<file path="src/gpmt_pkg.sv">
// shared types, constants and helpers for the greedy path-merge tour builder
// used by every module of the block; no dependencies
package gpmt_pkg;

    localparam int MAX_POINTS = 64;
    localparam int COORD_BITS = 16;
    localparam int IDX_W      = $clog2(MAX_POINTS + 1);
    localparam int CNT_W      = $clog2(MAX_POINTS);
    localparam int SQ_W       = 2 * COORD_BITS;
    localparam int LEN_W      = SQ_W + 1;
    localparam int DEG_W      = 2;
    localparam int S_DATA_W   = 32;
    localparam int M_DATA_W   = 48;
    localparam int M_USER_W   = 3;

    typedef logic [IDX_W-1:0] idx_t;
    typedef logic signed [COORD_BITS-1:0] coord_t;

    typedef enum logic [1:0] {
        PH_NEAREST = 2'd0,
        PH_JOIN    = 2'd1,
        PH_CLOSE   = 2'd2
    } phase_t;

    typedef enum logic [2:0] {
        ST_LOAD,
        ST_PROBE,
        ST_ROT,
        ST_DRAIN,
        ST_REDUCE,
        ST_DECIDE
    } state_t;

    // point that travels around the ring of cells
    typedef struct packed {
        idx_t             idx;
        coord_t           x;
        coord_t           y;
        logic [DEG_W-1:0] deg;
        idx_t             label;
    } probe_t;

    // best pair seen so far, with the path labels of both ends
    typedef struct packed {
        logic             found;
        logic [LEN_W-1:0] len;
        idx_t             i;
        idx_t             j;
        idx_t             li;
        idx_t             lj;
    } best_t;

    typedef struct packed {
        logic   clear;
        logic   wr;
        idx_t   wr_idx;
        coord_t wr_x;
        coord_t wr_y;
        logic   load_probe;
        logic   shift;
        logic   eval;
        logic   reduce;
        logic   link;
        phase_t phase;
        idx_t   n;
        idx_t   bi;
        idx_t   bj;
        idx_t   li;
        idx_t   lj;
    } cell_ctl_t;

    // shorter length wins, ties go to lower i then lower j
    function automatic logic best_less(input best_t a, input best_t b);
        logic r;
        r = a.found && (!b.found || (a.len < b.len) ||
            ((a.len == b.len) && ((a.i < b.i) || ((a.i == b.i) && (a.j < b.j)))));
        return r;
    endfunction

endpackage

</file>
<file path="src/gpmt_cell.sv">
// one cell of the ring: holds one point, its degree and path label,
// checks the passing probe point and keeps the best pair; uses gpmt_pkg
module gpmt_cell (
    input  logic               aclk,
    input  logic               aresetn,
    input  gpmt_pkg::idx_t     own_idx,
    input  gpmt_pkg::cell_ctl_t ctl,
    input  gpmt_pkg::probe_t   probe_in,
    input  gpmt_pkg::best_t    best_in,
    output gpmt_pkg::probe_t   probe_out,
    output gpmt_pkg::best_t    best_out
);
    import gpmt_pkg::*;

    coord_t           x_reg, y_reg;
    logic [DEG_W-1:0] deg_reg, deg_next;
    idx_t             label_reg, label_next;
    probe_t           probe_reg, own_probe;
    best_t            best_reg, best_next, cand;
    logic [SQ_W-1:0]  sqx_reg, sqy_reg;
    logic             a_ok_reg, ok;
    idx_t             a_i_reg, a_li_reg;
    logic             active;
    logic signed [COORD_BITS:0] dx, dy;
    logic [COORD_BITS-1:0] adx, ady;

    assign active = own_idx <= ctl.n;

    always_comb begin
        own_probe       = '0;
        own_probe.idx   = active ? own_idx : '0;
        own_probe.x     = x_reg;
        own_probe.y     = y_reg;
        own_probe.deg   = deg_reg;
        own_probe.label = label_reg;
    end

    assign dx  = {x_reg[COORD_BITS-1], x_reg} - {probe_reg.x[COORD_BITS-1], probe_reg.x};
    assign dy  = {y_reg[COORD_BITS-1], y_reg} - {probe_reg.y[COORD_BITS-1], probe_reg.y};
    assign adx = dx[COORD_BITS] ? COORD_BITS'(-dx) : dx[COORD_BITS-1:0];
    assign ady = dy[COORD_BITS] ? COORD_BITS'(-dy) : dy[COORD_BITS-1:0];

    // the probe is the lower-numbered end of the pair
    always_comb begin
        ok = 1'b0;
        if (active && (probe_reg.idx != '0) && (probe_reg.idx < own_idx)) begin
            case (ctl.phase)
                PH_NEAREST: ok = (probe_reg.deg == 2'd0) && (deg_reg <= 2'd1);
                PH_JOIN:    ok = (probe_reg.deg == 2'd1) && (deg_reg == 2'd1) &&
                                 (probe_reg.label != label_reg);
                PH_CLOSE:   ok = (probe_reg.deg == 2'd1) && (deg_reg == 2'd1) &&
                                 (probe_reg.label == label_reg);
                default:    ok = 1'b0;
            endcase
        end
    end

    always_ff @(posedge aclk) begin
        sqx_reg  <= adx * adx;
        sqy_reg  <= ady * ady;
        a_i_reg  <= probe_reg.idx;
        a_li_reg <= probe_reg.label;
        if (!aresetn) begin
            a_ok_reg <= 1'b0;
        end else begin
            a_ok_reg <= ctl.eval && ok;
        end
    end

    always_comb begin
        cand.found = a_ok_reg;
        cand.len   = {1'b0, sqx_reg} + {1'b0, sqy_reg};
        cand.i     = a_i_reg;
        cand.j     = own_idx;
        cand.li    = a_li_reg;
        cand.lj    = label_reg;
    end

    always_comb begin
        best_next = best_reg;
        if (ctl.load_probe) begin
            best_next.found = 1'b0;
        end else if (best_less(cand, best_reg)) begin
            best_next = cand;
        end else if (ctl.reduce && best_less(best_in, best_reg)) begin
            best_next = best_in;
        end
    end

    always_comb begin
        deg_next   = deg_reg;
        label_next = label_reg;
        if (ctl.clear) begin
            deg_next   = '0;
            label_next = own_idx;
        end else if (ctl.link) begin
            if ((own_idx == ctl.bi) || (own_idx == ctl.bj)) begin
                deg_next = deg_reg + 2'd1;
            end
            if (label_reg == ctl.lj) begin
                label_next = ctl.li;
            end
        end
    end

    always_ff @(posedge aclk) begin
        if (ctl.wr && (ctl.wr_idx == own_idx)) begin
            x_reg <= ctl.wr_x;
            y_reg <= ctl.wr_y;
        end
        if (ctl.load_probe) begin
            probe_reg <= own_probe;
        end else if (ctl.shift) begin
            probe_reg <= probe_in;
        end
        if (!aresetn) begin
            deg_reg        <= '0;
            label_reg      <= own_idx;
            best_reg.found <= 1'b0;
        end else begin
            deg_reg   <= deg_next;
            label_reg <= label_next;
            best_reg  <= best_next;
        end
    end

    assign probe_out = probe_reg;
    assign best_out  = best_reg;

endmodule

</file>
<file path="config.mk">
export PLATFORM = sky130hd
export DESIGN_NAME = gpmt_cell
export DESIGN_NICKNAME = d
export VERILOG_FILES = /design/src/gpmt_pkg.sv /design/src/gpmt_cell.sv
export SDC_FILE = /design/constraint.sdc
export NUM_CORES = 2
export LEC_CHECK = 0
export BUFFER_PORTS_ARGS = -buffer_cell sky130_fd_sc_hd__buf_2
export CAP_MARGIN = 20
export CORE_MARGIN = 2
export CORE_UTILIZATION = 40
export DETAILED_ROUTE_END_ITERATION = 10
export PLACE_DENSITY = 0.58
export SLEW_MARGIN = 20
export SYNTH_ARGS = -nofsm -noshare
export SYNTH_HDL_FRONTEND = slang
export SYNTH_SLANG_ARGS = --single-unit
</file>
<file path="constraint.sdc">
create_clock -name aclk -period 8.75 [get_ports aclk]
set_input_delay 2.1875 -clock aclk [delete_from_list [all_inputs] [get_ports aclk]]
set_output_delay 2.1875 -clock aclk [all_outputs]
set_load 0.005 [all_outputs]
</file>
* Yosys cells after proc, flatten, opt, wreduce, memory -nomap -nowiden
Cells that the tools add are included.
Storage, ports and cells: bits of input ports 202, word-level logic and storage cells 101, register bits 230
Operators by class: multiplexer cells 13, $lt $le $gt $ge 9, add/sub/neg operators 6, bitwise logic cells 2, reduce and logical (&&, ||, !) cells 33, eq/ne operators 16, multipliers 2
Operator list (count):
- $mux W62 | 2
- $mux W48 | 2
- $eq A33 B33 Y1 | 2
- $lt A33 B33 Y1 | 2
- $mul A16 B16 Y32 | 2
- $eq A7 B7 Y1 | 7
- $lt A7 B7 Y1 | 5
- $mux W7 | 5
- $sub A16 B16 Y17 | 2
- $add A32 B32 Y33 | 1
- $mux W16 | 2
- $neg A16 Y16 | 2
- $logic_and A1 B1 Y1 | 15
- $le A7 B7 Y1 | 1
- $logic_or A1 B1 Y1 | 7
- $ne A7 B7 Y1 | 1
- $reduce_bool A7 Y1 | 1
- $eq A2 B1 Y1 const B | 3
- $ne A3 B1 Y1 const B | 2
- $logic_not A2 Y1 | 2
- $reduce_and A2 Y1 | 2
- $reduce_bool A2 Y1 | 2
- $reduce_or A2 Y1 | 2
- $pmux W1 S3 | 1
- 7 further kinds | 8

* Logic depth before layout (Yosys ltp)
depth in word-level cells 9, depth in mapped cells 41

* Worst setup path before layout
OpenSTA, ideal clock, no wires.
path kind flip-flop to flip-flop, from reg probe_reg, in the netlist probe_out[15], to reg sqy_reg[31], required time 8.621 ns, path slack -0.317 ns, setup time 0.129 ns, arrival 8.938 ns, stages on the path, launching flop included 38, cell sequence edfxtp_1 inv_1 ha_1 buf_2 a21o_1 or4_1 o32ai_2 o21ai_1 o31a_1 or4b_1 o21ai_2 o21ai_0 xor2_1 clkinv_1 nand2_1 inv_1 fa_1 inv_1 [2 not listed] fa_1 inv_1 fa_1 inv_1 fa_1 fa_1 ha_1 a21o_1 a21o_1 a211o_1 nor2_1 o31ai_1 a22oi_1 o21ai_0 a21oi_1 nor2_1 nor2_1 xnor3_1
Between the ends: word-level cells in the longest chain between the ends 4
RTL lines:
- start: declaration | line gpmt_cell.sv:18 | probe_t probe_reg, own_probe;
- start signal: assignment | line gpmt_cell.sv:112 | probe_reg <= own_probe;
- start signal: assignment | line gpmt_cell.sv:114 | probe_reg <= probe_in;
- $sub A16 B16 Y17 * | line gpmt_cell.sv:39 | assign dy = {y_reg[COORD_BITS-1], y_reg} - {probe_reg.y[COORD_BITS-1], probe_reg.y};
- $neg A16 Y16 | line gpmt_cell.sv:41 | assign ady = dy[COORD_BITS] ? COORD_BITS'(-dy) : dy[COORD_BITS-1:0];
- $mux W16 * | line gpmt_cell.sv:41
- $mul A16 B16 Y32 * | line gpmt_cell.sv:60 | sqy_reg <= ady * ady;
- end signal: assignment | line gpmt_cell.sv:60
- end: declaration | line gpmt_cell.sv:20 | logic [SQ_W-1:0] sqx_reg, sqy_reg;
Mark *: on every way between the ends. The rest lies on a longest branch, timed or not. A chain may end at the register's enable or synchronous reset.

* Worst setup path after layout
from reg probe_reg, in the netlist probe_out[16], to reg sqy_reg[31]
Same word-level chain as after synthesis.

==> results.sh <==
export IMPL_period_needed_ns=8.66
export IMPL_htree_levels=1
export IMPL_finalClockSkew_ns=0.0130
export IMPL_synth_top_family_by_area="adder cells"
export IMPL_gp_congestion=0.875
export IMPL_largest_register_ffs=62
export IMPL_core_area_mm2=0.0698
export IMPL_critPathMaxStageDelay_ns=0.57
export IMPL_nets=4409
export IMPL_cts_sinks=228
export IMPL_setup_tns_ns=0
export IMPL_drive_gt1_share_pct=27.4
export IMPL_worst_pin_slew_ns=1.00
export IMPL_syn_area_mm2=0.0281
export IMPL_dp_hpwl_um=61400
export IMPL_synthXorXnorAreaFrac_pct=5.54
export IMPL_first_pass_iters=5
export IMPL_maxCapViolations=0
export IMPL_syn2layout_area_growth_pct=24.6
export IMPL_synthCells=2896
export IMPL_ioPinCount=312
export IMPL_die_area_mm2=0.0723
export IMPL_synth_compound_area_share_pct=9.90
export IMPL_die_x_um=269
export IMPL_arrival_ns=9.12
export IMPL_drcViolationCount=0
export IMPL_postPlaceCellArea_mm2=0.0329
export IMPL_critPathMostFrequentCell="fa_1"
export IMPL_drv_slew=0
export IMPL_relSlewSlack_pct=33.1
export IMPL_dp_cells=4374
export IMPL_finalWirelength_um=72200
export IMPL_cp_slowest_cell="or4b_4"
export IMPL_portBuffers=311
export IMPL_synthFlopType="edfxtp_1"
export IMPL_final_cell_count_no_fill=4476
export IMPL_avgSynthCellArea_um2=9.70
export IMPL_ys_ff_latch=228
export IMPL_timing_fmax_mhz=115
export IMPL_cp_required_ns=9.21
export IMPL_synth_simple_gate_area_share_pct=10.1
export IMPL_postRouteAntennaNets=0
export IMPL_ctsHoldBuffers=0
export IMPL_cts_made_buffers=27
export IMPL_clk_pin_slew_worst_paths_ns=0.06
export IMPL_row_count=97
export IMPL_synth_warnings=0
export IMPL_synth_distinct_cells=81
export IMPL_rsz0062_at_grt="true"
export IMPL_grt_max_degree=62
export IMPL_cts_tree="built"
export IMPL_path_class="flop to flop"
export IMPL_grt_pass1_vias=22300
export IMPL_startpoint_type="flop"
export IMPL_die_y_um=269
export IMPL_insertion_delay_ns=0.58
export IMPL_async_flop_share_pct=0
export IMPL_setup_violations=0
export IMPL_clock_path_buffers=3
export IMPL_outcome="complete, no violations"
export IMPL_synth_edf_count=148
export IMPL_final_cell_area_mm2=0.0350
export IMPL_gr_total_overflow=0
export IMPL_cp_max_fo=5
export IMPL_drt_iter0_drc=1016
export IMPL_synthMuxAreaShare_pct=4.30
export IMPL_grt_pass1_wl_um=115000
export IMPL_vias=21700
export IMPL_synthAdderAreaFrac_pct=39.7
export IMPL_grt_usage_pct=20.1
export IMPL_worstHoldPathType="flop to flop"
export IMPL_syn_nets=3792
export IMPL_end_kind="flop"
export IMPL_avgViaCountPerCell=4.86
export IMPL_wl_per_cell_um=16.1
export IMPL_fin_crit_sh_pct=99.0
export IMPL_antenna_found_initial=2
export IMPL_ys_seq_area_share_pct=21.5
export IMPL_cts_root_buf="clkbuf_16"
export IMPL_start_util_pct=40.2
export IMPL_hold_viol=0
cell usage after synthesis (all sizes together), types with 42 or more instances:
master  count  share of area, %
a21o       81               2.2
a21oi     101               1.8
clkbuf     42              0.56
dfxtp      80               5.7
edfxtp    148                16
fa        327                23
ha        367                16
inv       597               8.0
mux2      102               4.1
nand2     180               2.4
nor2      217               2.9
o21ai      88               1.6
xnor2     111               3.7
xor2       55               1.7
final timing paths:
check	startpoint	endpoint	slack, ns	cells past startpoint
setup reg to reg	probe_out[16]$_DFFE_PP_	sqy_reg[31]$_DFF_P_	0.09	37
hold / removal	probe_out[1]$_DFFE_PP_	a_li_reg[1]$_DFF_P_	0.41	0
hold reg to reg	probe_out[1]$_DFFE_PP_	a_li_reg[1]$_DFF_P_	0.41	0
setup / recovery	probe_out[16]$_DFFE_PP_	sqy_reg[31]$_DFF_P_	0.09	37
kinds of logic (layout without fill, tap and decap cells):
kind of cell / count (synthesis) / in the layout
adders and majority gates: 694 / 694
buffers and inverters: 661 / 1298
and+or+nand+nor: 616 / 616
AOI/OAI and AO/OA: 421 / 422
DFF: 228 / 228
xor gates and xnor gates: 168 / 168
muxes: 108 / 108
other: 0 / 2
cells in the final DEF (no fill, tap or decap), types with 7 or more instances in the layout:
master and instances:
nand3_1 27, nand2b_1 32, nand2_2 9, buf_2 311
nor2_2 12, fa_2 9, nor4_1 9, a21oi_1 91
nand4_1 35, dfxtp_1 80, buf_6 10, ha_4 9
nor2b_1 20, nand2_1 170, clkinv_2 11, clkbuf_16 28
ha_1 356, o21bai_1 12, nor3_1 31, o21ai_2 9
xnor2_1 98, inv_2 15, mux2_2 102, o21a_1 35
nor2_1 201, or2_2 7, buf_4 316, inv_1 581
xor2_1 45, a211oi_1 13, xnor2_2 9, xor2_2 7
o22ai_1 8, fa_1 318, a21o_1 81, a21oi_2 9
edfxtp_1 148, o21ai_0 70
what timing repair did:
item / in CTS / in global routing
pin swaps: 19 / 83
cloned: 1 / 0
gates resized for setup: 39 / 138
buffers inserted: 22 / 26
endpoints found under the setup margin: 8 / 19
routing by layer:
metal  track usage (%)  up-vias  routed length [um]
li1                  -    10700                   -
met1              27.7    10400               33600
met3              2.34       67                3590
met2              34.3      502               33900
met5                 0        -                   0
met4              3.36        0                1140
worst max-delay path, delay by kind of cell (launching register included):
kind	cells	cell delay, ns
AOI/OAI and AO/OA	13	2.24
xor gates and xnor gates	2	0.43
adders and majority gates	8	3.41
buffers and inverters	8	0.71
DFF	1	0.40
and+or+nand+nor	6	1.37
per-stage QoR:
stage	setup slack, ns	hold WS [ns]	util (%)
2_1_floorplan	0.000318	0.410	-
6_report	0.0917	0.414	50.1
5_1_grt	-0.275	0.421	50.1
4_1_cts	-0.0127	0.413	48.9
3_5_place_dp	-0.283	0.398	47.2
3_3_place_gp	-0.166	0.395	47.2
final cells by class:
class | count | area, um^2
fillers | 6541 | 34800
inverters | 605 | 2300
clock inverters | 14 | 116
flip-flops and latches | 228 | 6050
clock buffers | 36 | 761
diodes | 2 | 5.00
repair buffers | 643 | 4160
multi-input cells | 2008 | 20400
well taps | 940 | 1180
Power is not shown: default switching activity piles up to over one toggle a cycle in this logic, so the estimate is an artifact.
