## config.mk

```make
export PLATFORM = sky130hd
export DESIGN_NAME = gpmt_ctrl
export DESIGN_NICKNAME = d
export VERILOG_FILES = /design/src/gpmt_pkg.sv /design/src/gpmt_ctrl.sv
export SDC_FILE = /design/constraint.sdc
export NUM_CORES = 1
export LEC_CHECK = 0
export ABC_CLOCK_PERIOD_IN_PS = 6150
export BUFFER_PORTS_ARGS = -buffer_cell sky130_fd_sc_hd__buf_2
export CORE_ASPECT_RATIO = 0.9
export CORE_MARGIN = 2
export CORE_UTILIZATION = 45
export DETAILED_ROUTE_END_ITERATION = 16
export PLACE_DENSITY = 0.84
export SLEW_MARGIN = 20
export SYNTH_ARGS = -nofsm -noshare
export SYNTH_HDL_FRONTEND = slang
export SYNTH_SLANG_ARGS = --single-unit
```

## constraint.sdc

```tcl
create_clock -name aclk -period 6.15 [get_ports aclk]
set_input_delay 1.23 -clock aclk [delete_from_list [all_inputs] [get_ports aclk]]
set_output_delay 1.23 -clock aclk [all_outputs]
set_load 0.005 [all_outputs]
```

## src/gpmt_pkg.sv

```systemverilog
// shared types, constants and helpers for the greedy path-merge tour builder
// used by every module of the block; no dependencies
package gpmt_pkg;

    localparam int MAX_POINTS = 64;
    localparam int COORD_BITS = 16;
    localparam int IDX_W      = $clog2(MAX_POINTS + 1);
    localparam int CNT_W      = $clog2(MAX_POINTS);
    localparam int SQ_W       = 2 * COORD_BITS;
    localparam int LEN_W      = SQ_W + 1;
    localparam int DEG_W      = 2;
    localparam int S_DATA_W   = 32;
    localparam int M_DATA_W   = 48;
    localparam int M_USER_W   = 3;

    typedef logic [IDX_W-1:0] idx_t;
    typedef logic signed [COORD_BITS-1:0] coord_t;

    typedef enum logic [1:0] {
        PH_NEAREST = 2'd0,
        PH_JOIN    = 2'd1,
        PH_CLOSE   = 2'd2
    } phase_t;

    typedef enum logic [2:0] {
        ST_LOAD,
        ST_PROBE,
        ST_ROT,
        ST_DRAIN,
        ST_REDUCE,
        ST_DECIDE
    } state_t;

    // point that travels around the ring of cells
    typedef struct packed {
        idx_t             idx;
        coord_t           x;
        coord_t           y;
        logic [DEG_W-1:0] deg;
        idx_t             label;
    } probe_t;

    // best pair seen so far, with the path labels of both ends
    typedef struct packed {
        logic             found;
        logic [LEN_W-1:0] len;
        idx_t             i;
        idx_t             j;
        idx_t             li;
        idx_t             lj;
    } best_t;

    typedef struct packed {
        logic   clear;
        logic   wr;
        idx_t   wr_idx;
        coord_t wr_x;
        coord_t wr_y;
        logic   load_probe;
        logic   shift;
        logic   eval;
        logic   reduce;
        logic   link;
        phase_t phase;
        idx_t   n;
        idx_t   bi;
        idx_t   bj;
        idx_t   li;
        idx_t   lj;
    } cell_ctl_t;

    // shorter length wins, ties go to lower i then lower j
    function automatic logic best_less(input best_t a, input best_t b);
        logic r;
        r = a.found && (!b.found || (a.len < b.len) ||
            ((a.len == b.len) && ((a.i < b.i) || ((a.i == b.i) && (a.j < b.j)))));
        return r;
    endfunction

endpackage

```

## src/gpmt_ctrl.sv

```systemverilog
// sequencer: point loading, search rounds over the ring, edge output register
// uses gpmt_pkg
module gpmt_ctrl (
    input  logic                          aclk,
    input  logic                          aresetn,
    input  logic                          s_tvalid,
    output logic                          s_tready,
    input  logic [gpmt_pkg::S_DATA_W-1:0] s_tdata,
    input  logic                          s_tlast,
    output logic                          m_tvalid,
    input  logic                          m_tready,
    output logic [gpmt_pkg::M_DATA_W-1:0] m_tdata,
    output logic [gpmt_pkg::M_USER_W-1:0] m_tuser,
    output logic                          m_tlast,
    output gpmt_pkg::cell_ctl_t           ctl,
    input  gpmt_pkg::best_t               best_last
);
    import gpmt_pkg::*;

    state_t     state_reg, state_next;
    phase_t     phase_reg, phase_next;
    logic [CNT_W-1:0] cnt_reg, cnt_next;
    idx_t       count_reg, count_next;
    logic       m_valid_reg, m_valid_next;
    idx_t       m_first_reg, m_second_reg;
    logic [LEN_W-1:0] m_len_reg;
    phase_t     m_phase_reg;
    logic       m_edge_reg, m_last_reg;
    logic       load_out, out_free, s_fire;

    assign s_tready = (state_reg == ST_LOAD);
    assign s_fire   = s_tvalid && s_tready;
    assign out_free = !m_valid_reg || m_tready;

    always_comb begin
        state_next   = state_reg;
        phase_next   = phase_reg;
        cnt_next     = cnt_reg;
        count_next   = count_reg;
        m_valid_next = m_valid_reg && !m_tready;
        load_out     = 1'b0;
        ctl          = '0;
        ctl.phase    = phase_reg;
        ctl.n        = count_reg;
        ctl.wr_idx   = count_reg + idx_t'(1);
        ctl.wr_x     = s_tdata[COORD_BITS-1:0];
        ctl.wr_y     = s_tdata[16 +: COORD_BITS];
        ctl.bi       = best_last.i;
        ctl.bj       = best_last.j;
        ctl.li       = best_last.li;
        ctl.lj       = best_last.lj;
        case (state_reg)
            ST_LOAD: begin
                if (s_fire) begin
                    if (count_reg < idx_t'(MAX_POINTS)) begin
                        ctl.wr     = 1'b1;
                        count_next = count_reg + idx_t'(1);
                    end
                    if (s_tlast) begin
                        phase_next = PH_NEAREST;
                        state_next = ST_PROBE;
                    end
                end
            end
            ST_PROBE: begin
                ctl.load_probe = 1'b1;
                cnt_next       = '0;
                state_next     = ST_ROT;
            end
            ST_ROT: begin
                ctl.eval  = 1'b1;
                ctl.shift = 1'b1;
                cnt_next  = cnt_reg + CNT_W'(1);
                if (cnt_reg == CNT_W'(MAX_POINTS - 1)) begin
                    cnt_next   = '0;
                    state_next = ST_DRAIN;
                end
            end
            ST_DRAIN: begin
                // let the square and compare stages drain
                cnt_next = cnt_reg + CNT_W'(1);
                if (cnt_reg == CNT_W'(1)) begin
                    cnt_next   = '0;
                    state_next = ST_REDUCE;
                end
            end
            ST_REDUCE: begin
                ctl.reduce = 1'b1;
                cnt_next   = cnt_reg + CNT_W'(1);
                if (cnt_reg == CNT_W'(MAX_POINTS - 2)) begin
                    state_next = ST_DECIDE;
                end
            end
            ST_DECIDE: begin
                if (out_free) begin
                    if (phase_reg == PH_CLOSE) begin
                        load_out     = 1'b1;
                        m_valid_next = 1'b1;
                        ctl.clear    = 1'b1;
                        count_next   = '0;
                        state_next   = ST_LOAD;
                    end else if (best_last.found) begin
                        load_out     = 1'b1;
                        m_valid_next = 1'b1;
                        ctl.link     = 1'b1;
                        state_next   = ST_PROBE;
                    end else begin
                        phase_next = (phase_reg == PH_NEAREST) ? PH_JOIN : PH_CLOSE;
                        state_next = ST_PROBE;
                    end
                end
            end
            default: begin
                state_next = ST_LOAD;
            end
        endcase
    end

    always_ff @(posedge aclk) begin
        if (!aresetn) begin
            state_reg   <= ST_LOAD;
            phase_reg   <= PH_NEAREST;
            cnt_reg     <= '0;
            count_reg   <= '0;
            m_valid_reg <= 1'b0;
        end else begin
            state_reg   <= state_next;
            phase_reg   <= phase_next;
            cnt_reg     <= cnt_next;
            count_reg   <= count_next;
            m_valid_reg <= m_valid_next;
        end
        if (load_out) begin
            m_first_reg  <= best_last.found ? best_last.i : '0;
            m_second_reg <= best_last.found ? best_last.j : '0;
            m_len_reg    <= best_last.found ? best_last.len : '0;
            m_phase_reg  <= phase_reg;
            m_edge_reg   <= best_last.found;
            m_last_reg   <= (phase_reg == PH_CLOSE);
        end
    end

    assign m_tvalid = m_valid_reg;
    assign m_tdata  = {(M_DATA_W - 2 * IDX_W - LEN_W)'(0), m_len_reg, m_second_reg, m_first_reg};
    assign m_tuser  = {m_edge_reg, m_phase_reg};
    assign m_tlast  = m_last_reg;

endmodule

```

Word-level counts from Yosys, hierarchy flattened. Index checks and enable logic that the tools add are counted.

Div/mod/pow operators: 0. $add $sub $neg: 2. Multiply operators: 0. Order comparisons: 1. Reductions and logical operators: 12. Mux-type cells: 43. Eq/ne operators: 19. Bitwise operators: 0. Shift operators: 0.

Operators by type and width (number): 7-bit 2-to-1 mux (4); 6-bit one-hot mux with 4 select lines (1); 1-bit 2-to-1 mux (20); 3-bit 2-to-1 mux (6); 3-bit one-hot mux with 6 select lines (1); 2-bit 2-to-1 mux (7); 2-bit != test (second input constant) (7); 7-bit one-hot mux with 2 select lines (1); 6-bit == test (second input constant) (2); 6-bit 2-to-1 mux (2); 6-bit AND reduction (2); 7-bit by 1-bit adder with 7-bit output (second input constant) (1); 7-bit less-than comparator (second input constant) (1); 6-bit by 1-bit adder with 6-bit output (second input constant) (1); 3-bit by 2-bit == test with 1-bit output (second input constant) (2); 3-bit == test (second input constant) (2); 6-bit by 1-bit == test with 1-bit output (second input constant) (1); 2-bit by 1-bit != test with 1-bit output (second input constant) (3); 5-bit AND reduction (1); 2-bit one-hot mux with 2 select lines (1); 4-bit nonzero test (1); 3-bit by 1-bit == test with 1-bit output (second input constant) (1); 3-bit logical NOT (1); 2-bit == test (second input constant) (1); 5 further kinds (7).

Bits in latches: 0. Bits of input ports: 99. Memory bits (read-only): 0. Memories kept: 0. Bits in registers: 70. RAM bits: 0. Word-level logic and storage cells: 88. Output and inout port bits: 137.

Longest topological paths before layout. Gate-level depths: netlist (run 1).

Depth after elaboration: 6. Mapped depth: 7. Gate-level depth less buffers: 7.

Least setup slack after synthesis (run 1). OpenSTA, ideal clock, no wires.

Path kind: input -> register. Start point: input port m_tready. End point: register m_edge_reg (enable). Arrival: 3610 ps. Library setup time: 460 ps. Path slack: 2080 ps. Required time: 5690 ps. Cell stages on the path: 2. Path buffers: 0. Cell sequence: and2b_1 nor2_1.

Longest elaborated chain between the ends: 3.

Ends and longest elaborated chain: start: declaration (RTL line gpmt_ctrl.sv:11) `input logic m_tready,`; 1-bit logical OR (RTL line gpmt_ctrl.sv:33) `assign out_free = !m_valid_reg || m_tready;`; 1-bit 2-to-1 mux (RTL line gpmt_ctrl.sv:95) `if (out_free) begin`; 1-bit 2-to-1 mux (RTL line gpmt_ctrl.sv:52) `case (state_reg)`; named net load_out (RTL line gpmt_ctrl.sv:29) `logic load_out, out_free, s_fire;`; end signal: assignment (RTL line gpmt_ctrl.sv:138) `m_edge_reg <= best_last.found;`; end: declaration (RTL line gpmt_ctrl.sv:28) `logic m_edge_reg, m_last_reg;`.

The timed path passes the listed nets, and every way through them passes these cells. A chain may end at the register's enable or synchronous reset.

==> results of run 1 <==
[per-layer routing]
metal	GRT usage	vias to the layer above	routed length (µm)
met1	0.184	1118	2810
met5	0	-	0
met3	0.0686	17	805
met2	0.332	135	4280
met4	0.0644	0	129
li1	-	1177	-
[power breakdown]
group	total, mW	switching, mW	internal (mW)
Sequential	0.546	0.0297	0.517
Combinational	0.180	0.0933	0.0871
Clock	0.404	0.175	0.230
Total	1.13	0.298	0.833
[final cells by class]
type | count | share of cell area
well taps | 96 | 0.0295
clock inverters | 7 | 0.0240
inverters | 7 | 0.00645
flip-flops and latches | 70 | 0.469
repair buffers | 143 | 0.176
clock buffers | 9 | 0.0304
multi-input cells | 166 | 0.264
[logic make-up after synthesis]
logic type | count (synthesis) | synth area share
compound gates | 32 | 0.0662
xor+xnor | 6 | 0.0149
fa+ha+maj | 4 | 0.0142
buf+inv | 79 | 0.156
flops | 70 | 0.541
mux | 2 | 0.00567
other cells | 1 | 0.00106
simple gates | 121 | 0.200
[critical path: cells and delay by family]
family | cells | cell delay [ns]
buffers and inverters | 2 | 0.66
AND/OR/NAND/NOR | 2 | 0.28
[worst paths after layout]
| kind | start | end | slack [ns] | cells after the start |
|---|---|---|---|---|
| setup reg to reg | state_reg[2]$_SDFFE_PN0P_ | m_len_reg[32]$_SDFFCE_PN0P_ | 4.06 | 4 |
| setup / recovery | best_last[61] | ctl[37] | 2.74 | 4 |
| hold / removal | count_reg[4]$_SDFFE_PN0P_ | count_reg[4]$_SDFFE_PN0P_ | 0.54 | 1 |
| hold reg to reg | count_reg[4]$_SDFFE_PN0P_ | count_reg[4]$_SDFFE_PN0P_ | 0.54 | 1 |
[cell usage in the layout, fill, tap and decap left out, drive strengths merged, types with 2 or more instances in the layout]
cell type / n
a211oi: 2
a21oi: 7
a22oi: 3
a31oi: 7
and2: 48
and2b: 2
and3b: 2
buf: 143
bufinv: 2
clkbuf: 9
clkinv: 3
dfxtp: 19
edfxtp: 51
ha: 4
inv: 8
mux2i: 2
nand2: 17
nand2b: 7
nand3: 9
nand3b: 2
nor2: 22
nor3: 6
nor4b: 2
o21ai: 5
xnor2: 3
xor2: 3
[per-stage QoR]
step / instance area (µm²) / hold slack [ns] / total power [mW] / utilization
floorplan: 3530 / 0.481 / 0.709 / -
global placement: 3850 / 0.507 / 0.732 / 0.508
detailed placement: 3850 / 0.522 / 0.736 / 0.508
CTS: 4070 / 0.533 / 1.14 / 0.537
global route: 4070 / 0.560 / 1.18 / 0.537
finish: 4070 / 0.536 / 1.13 / 0.537
==> flow_metrics.py, run 1 <==
metrics = {
    "status": {
        "outcome": "complete, no violations",
    },
    "power_and_ir_drop": {
        "ir_worst_vdd_uv": 93.4,
        "powerDensity_mw_per_mm2": 278,
        "p_leak_nw": 1.80,
    },
    "timing": {
        "fin_skew_ns": 0.0116,
        "postLayoutSetupSlackWorst_ns": 2.74,
        "final_max_slew_viol_count": 0,
        "hold_viol_final": 0,
        "fmax_ghz": 0.293,
        "max_slew_margin": 0.585,
        "rsz0062_at_grt": "false",
        "worstMarginPinSlew_ns": 0.623,
        "finalSetupViolations": 0,
        "fin_crit_sh": 0.555,
        "period_needed_ns": 3.41,
        "tns_ns": 0,
    },
    "clocking": {
        "cts_root_buf": "clkbuf_8",
        "cts_tree": "done",
        "post_cts_resize_count": 0,
        "cts_sinks": 70,
        "cts_max_level": 3,
        "hold_buffers": 0,
        "cts_buffer_depth": 2,
        "cts_setup_buffers": 0,
        "insertion_delay_ns": 0.33,
        "clk_pin_slew_ns": 0.08,
        "cts_buffers": 9,
    },
    "worst_setup_path": {
        "crit_type": "input pin to output port",
        "startpoint_type": "input pin",
        "max_stage_delay_ns": 0.49,
        "critical-path-slowest-cell": "buf_2",
        "crit_arrival_ns": 2.18,
        "worstSetupEndpointType": "output port",
        "crit_required_ns": 4.92,
        "crit_chain": "buf_2 > nand2_1 > nor3_1 > buf_2",
        "cp_common_cell": "buf_2",
        "crit_path_max_fanout": 50,
    },
    "finish": {
        "fillers": 670,
        "area_growth_pct": 15.3,
        "fin_nets": 500,
        "multi_input_area_mm2": 0.00108,
        "largest_register_ffs": 33,
        "drive_gt1_frac": 0.430,
        "final_cells": 498,
        "antennaDiodeCount": 0,
        "register_area_mm2": 0.00191,
    },
    "detailed_routing": {
        "remaining_drc_errors": 0,
        "via_per_inst": 4.91,
        "antenna_left": 0,
        "first_pass_iters": 4,
        "drt-initial-drc-count": 89,
        "drt-total-wl_mm": 8.03,
        "wl_per_cell_um": 16.1,
        "vias": 2447,
    },
    "yosys": {
        "yosysSeqAreaShare": 0.541,
        "ys_dominant_reg_cell": "edfxtp_1",
        "yosys_register_bits": 70,
        "synth_cell_types": 47,
        "synthCells": 315,
        "synth_top_area_share": 0.434,
        "yosysWarnings": 0,
        "syn_nets": 418,
        "synth_most_common_cell": "buf_4",
        "synth_top_area_cell": "edfxtp_1",
        "syn_avg_cell_area_um2": 11.2,
        "synth_edf_count": 51,
        "synth-async-reset-ratio": 0,
        "synth.cell_area_mm2": 0.00353,
        "synth_area_leaders": "edfxtp_1 43%, buf_4 14%, dfxtp_1 11%, and2_1 8.5%, nor2_1 2.1%",
        "synthTopCellsByCount": "64 x buf_4, 51 x edfxtp_1, 48 x and2_1",
    },
    "floorplanning": {
        "die_area_mm2": 0.00858,
        "start_util": 0.466,
        "rows": 30,
        "ios": 236,
        "die_w_um": 97.4,
        "core_mm2": 0.00758,
        "die_h_um": 88.1,
    },
    "grt": {
        "grt.total_usage": 0.178,
        "first_global_vias": 2301,
        "grt_max_degree": 52,
        "grt_pass1_wl_mm": 11.8,
        "grt_overflow": 0,
        "antenna_found_initial": 0,
    },
    "place": {
        "routabilityCongestion": 0.811,
        "pre_cts_slack_ns": 2.71,
        "place_inst": 482,
        "portBuffers": 142,
        "dpl.hpwl_mm": 6.28,
    },
    "flow_run": {
        "maxCapViolations": 0,
    },
    "min_path": {
        "min_path_type": "register to register",
    },
}
No activity file was read; power rests on OpenSTA's default activity.
==> inputs of run 2 (changes only) <==
--- a/config.mk
+++ b/config.mk
@@ -5,13 +5,13 @@
 export SDC_FILE = /design/constraint.sdc
 export NUM_CORES = 1
 export LEC_CHECK = 0
-export ABC_CLOCK_PERIOD_IN_PS = 6150
+export ABC_CLOCK_PERIOD_IN_PS = 2850
 export BUFFER_PORTS_ARGS = -buffer_cell sky130_fd_sc_hd__buf_2
 export CORE_ASPECT_RATIO = 0.9
 export CORE_MARGIN = 2
-export CORE_UTILIZATION = 45
+export CORE_UTILIZATION = 38
 export DETAILED_ROUTE_END_ITERATION = 16
-export PLACE_DENSITY = 0.84
+export PLACE_DENSITY = 0.76
 export SLEW_MARGIN = 20
 export SYNTH_ARGS = -nofsm -noshare
 export SYNTH_HDL_FRONTEND = slang
==> constraint.sdc (replaced) <==
create_clock -name aclk -period 2.85 [get_ports aclk]
set_input_delay 0.57 -clock aclk [delete_from_list [all_inputs] [get_ports aclk]]
set_output_delay 0.57 -clock aclk [all_outputs]
set_load 0.005 [all_outputs]
==> run 2 against run 1 <==
Net effect:
- critical endpoint is now ctl[80]
- highest routed layer unchanged
- utilization down 8.2 points
- wire length down 1.4%
- non-clock buffer count up 1
- sequential cell count stayed put
- combinational power is 120% higher
- worst setup slack got worse by 2.2 ns
- register-to-register slack got worse by 3.0 ns
- power rose by 120%
- via count grew 1.8%
==> flow_metrics.py, run 2 (synthesis gave the netlist of run 1 again) <==
metrics = {
    "status": {
        "outcome": "complete, no violations",
    },
    "worst_setup_path": {
        "cp_top_family": "flip-flops",
        "crit_path_max_fanout": 6,
        "crit_arrival_ns": 1.73,
        "max_stage_delay_ns": 0.41,
        "startpoint_type": "register",
        "crit_type": "register to output port",
        "worstSetupEndpointType": "output port",
        "path_buf_inv": 1,
        "crit_chain": "ha_1 > nand3_1 > nor2_1 > xor2_1 > buf_2",
        "critical-path-slowest-cell": "dfxtp_1",
        "crit_required_ns": 2.28,
    },
    "clocking": {
        "hold_buffers": 0,
        "insertion_delay_ns": 0.34,
        "post_cts_resize_count": 0,
        "cts_tree": "done",
        "cts_max_level": 3,
        "cts_buffer_depth": 2,
        "cts_setup_buffers": 0,
        "cts_sinks": 70,
        "cts_root_buf": "clkbuf_8",
        "clk_pin_slew_ns": 0.09,
        "cts_buffers": 9,
    },
    "place": {
        "portBuffers": 142,
        "routabilityCongestion": 0.810,
        "place_inst": 509,
        "dpl.hpwl_mm": 6.01,
    },
    "floorplanning": {
        "ios": 236,
        "die_area_mm2": 0.0101,
        "rows": 33,
        "start_util": 0.389,
        "die_w_um": 106,
        "die_h_um": 95.5,
        "core_mm2": 0.00908,
    },
    "finish": {
        "drive_gt1_frac": 0.434,
        "final_cells": 525,
        "largest_register_ffs": 33,
        "area_growth_pct": 17.0,
        "antennaDiodeCount": 0,
        "register_area_mm2": 0.00191,
        "fin_nets": 501,
        "fillers": 835,
        "final_common_cell": "buf_2",
        "multi_input_area_mm2": 0.00108,
        "mostFrequentLayoutCells": "142 x buf_2, 51 x edfxtp_1, 48 x and2_1, 19 x nor2_1, 19 x dfxtp_1",
    },
    "timing": {
        "rsz0062_at_grt": "false",
        "fin_skew_ns": 0.0116,
        "period_needed_ns": 2.30,
        "hold_viol_final": 0,
        "worstMarginPinSlew_ns": 0.549,
        "tns_ns": 0,
        "fin_crit_sh": 0.806,
        "fmax_ghz": 0.435,
        "finalSetupViolations": 0,
        "max_slew_margin": 0.633,
        "final_max_slew_viol_count": 0,
    },
    "detailed_routing": {
        "remaining_drc_errors": 0,
        "via_per_inst": 4.74,
        "wl_per_cell_um": 15.1,
        "drt-total-wl_mm": 7.92,
        "antenna_left": 0,
        "vias": 2490,
        "drt-initial-drc-count": 95,
        "first_pass_iters": 4,
    },
    "flow_run": {
        "maxCapViolations": 0,
    },
    "power_and_ir_drop": {
        "p_leak_nw": 1.82,
        "ir_worst_vdd_uv": 244,
        "p_total_mw": 2.49,
        "powerDensity_mw_per_mm2": 602,
    },
    "grt": {
        "first_global_vias": 2215,
        "grt_overflow": 0,
        "antenna_found_initial": 0,
        "grt.total_usage": 0.149,
        "grt_pass1_wl_mm": 11.5,
        "grt_max_degree": 52,
    },
    "min_path": {
        "min_path_type": "input pin to register",
    },
}
[run 2: cell count changes in the layout (fill, tap and decap cells not counted)]
cell      delta
buf_12       +1
clkinv_1     -1
clkinv_4     -1
inv_6        +1
inv_8        +1
[run 2: metrics by stage]
step | utilization | hold slack [ns] | worst slack [ns] | instance area [µm²]
after floorplan | - | 0.481 | 0.243 | 3530
after global placement | 0.430 | 0.501 | 0.997 | 3910
after detailed placement | 0.430 | 0.509 | 0.953 | 3910
after CTS | 0.455 | 0.477 | 0.540 | 4130
after global routing | 0.455 | 0.478 | 0.458 | 4130
final | 0.455 | 0.505 | 0.553 | 4130
[run 2: cell type report]
type | count | area share
Sequential cell | 70 | 0.462
Multi-Input combinational cell | 166 | 0.260
Timing Repair Buffer | 144 | 0.179
Tap cell | 122 | 0.0369
Clock buffer | 9 | 0.0300
Clock inverter | 7 | 0.0254
Inverter | 7 | 0.00636
[run 2: per-layer routing]
| metal | vias to the layer above | part of all wire | global-route usage |
|---|---|---|---|
| met3 | 25 | 0.10 | 0.0588 |
| li1 | 1185 | - | - |
| met2 | 137 | 0.50 | 0.252 |
| met1 | 1143 | 0.38 | 0.169 |
| met4 | 0 | 0.021 | 0.0647 |
| met5 | - | 0 | 0 |
[run 2: worst paths after layout]
path                              from                       endpoint  slack, ns  depth (start not counted)
max          count_reg[0]$_SDFFE_PN0P_                        ctl[80]       0.55                          5
min reg2reg    cnt_reg[5]$_SDFFE_PN0P_        cnt_reg[5]$_SDFFE_PN0P_       0.53                          2
max reg2reg  state_reg[0]$_SDFFE_PN0P_  m_second_reg[2]$_SDFFCE_PN0P_       1.03                          4
min                      best_last[45]    m_len_reg[17]$_SDFFCE_PN0P_       0.50                          2
[run 2: where the power goes]
group | switching, mW | leakage (nW) | internal (mW)
clock | 0.409 | 0.112 | 0.506
sequential | 0.0634 | 0.620 | 1.11
combinational | 0.208 | 1.08 | 0.188
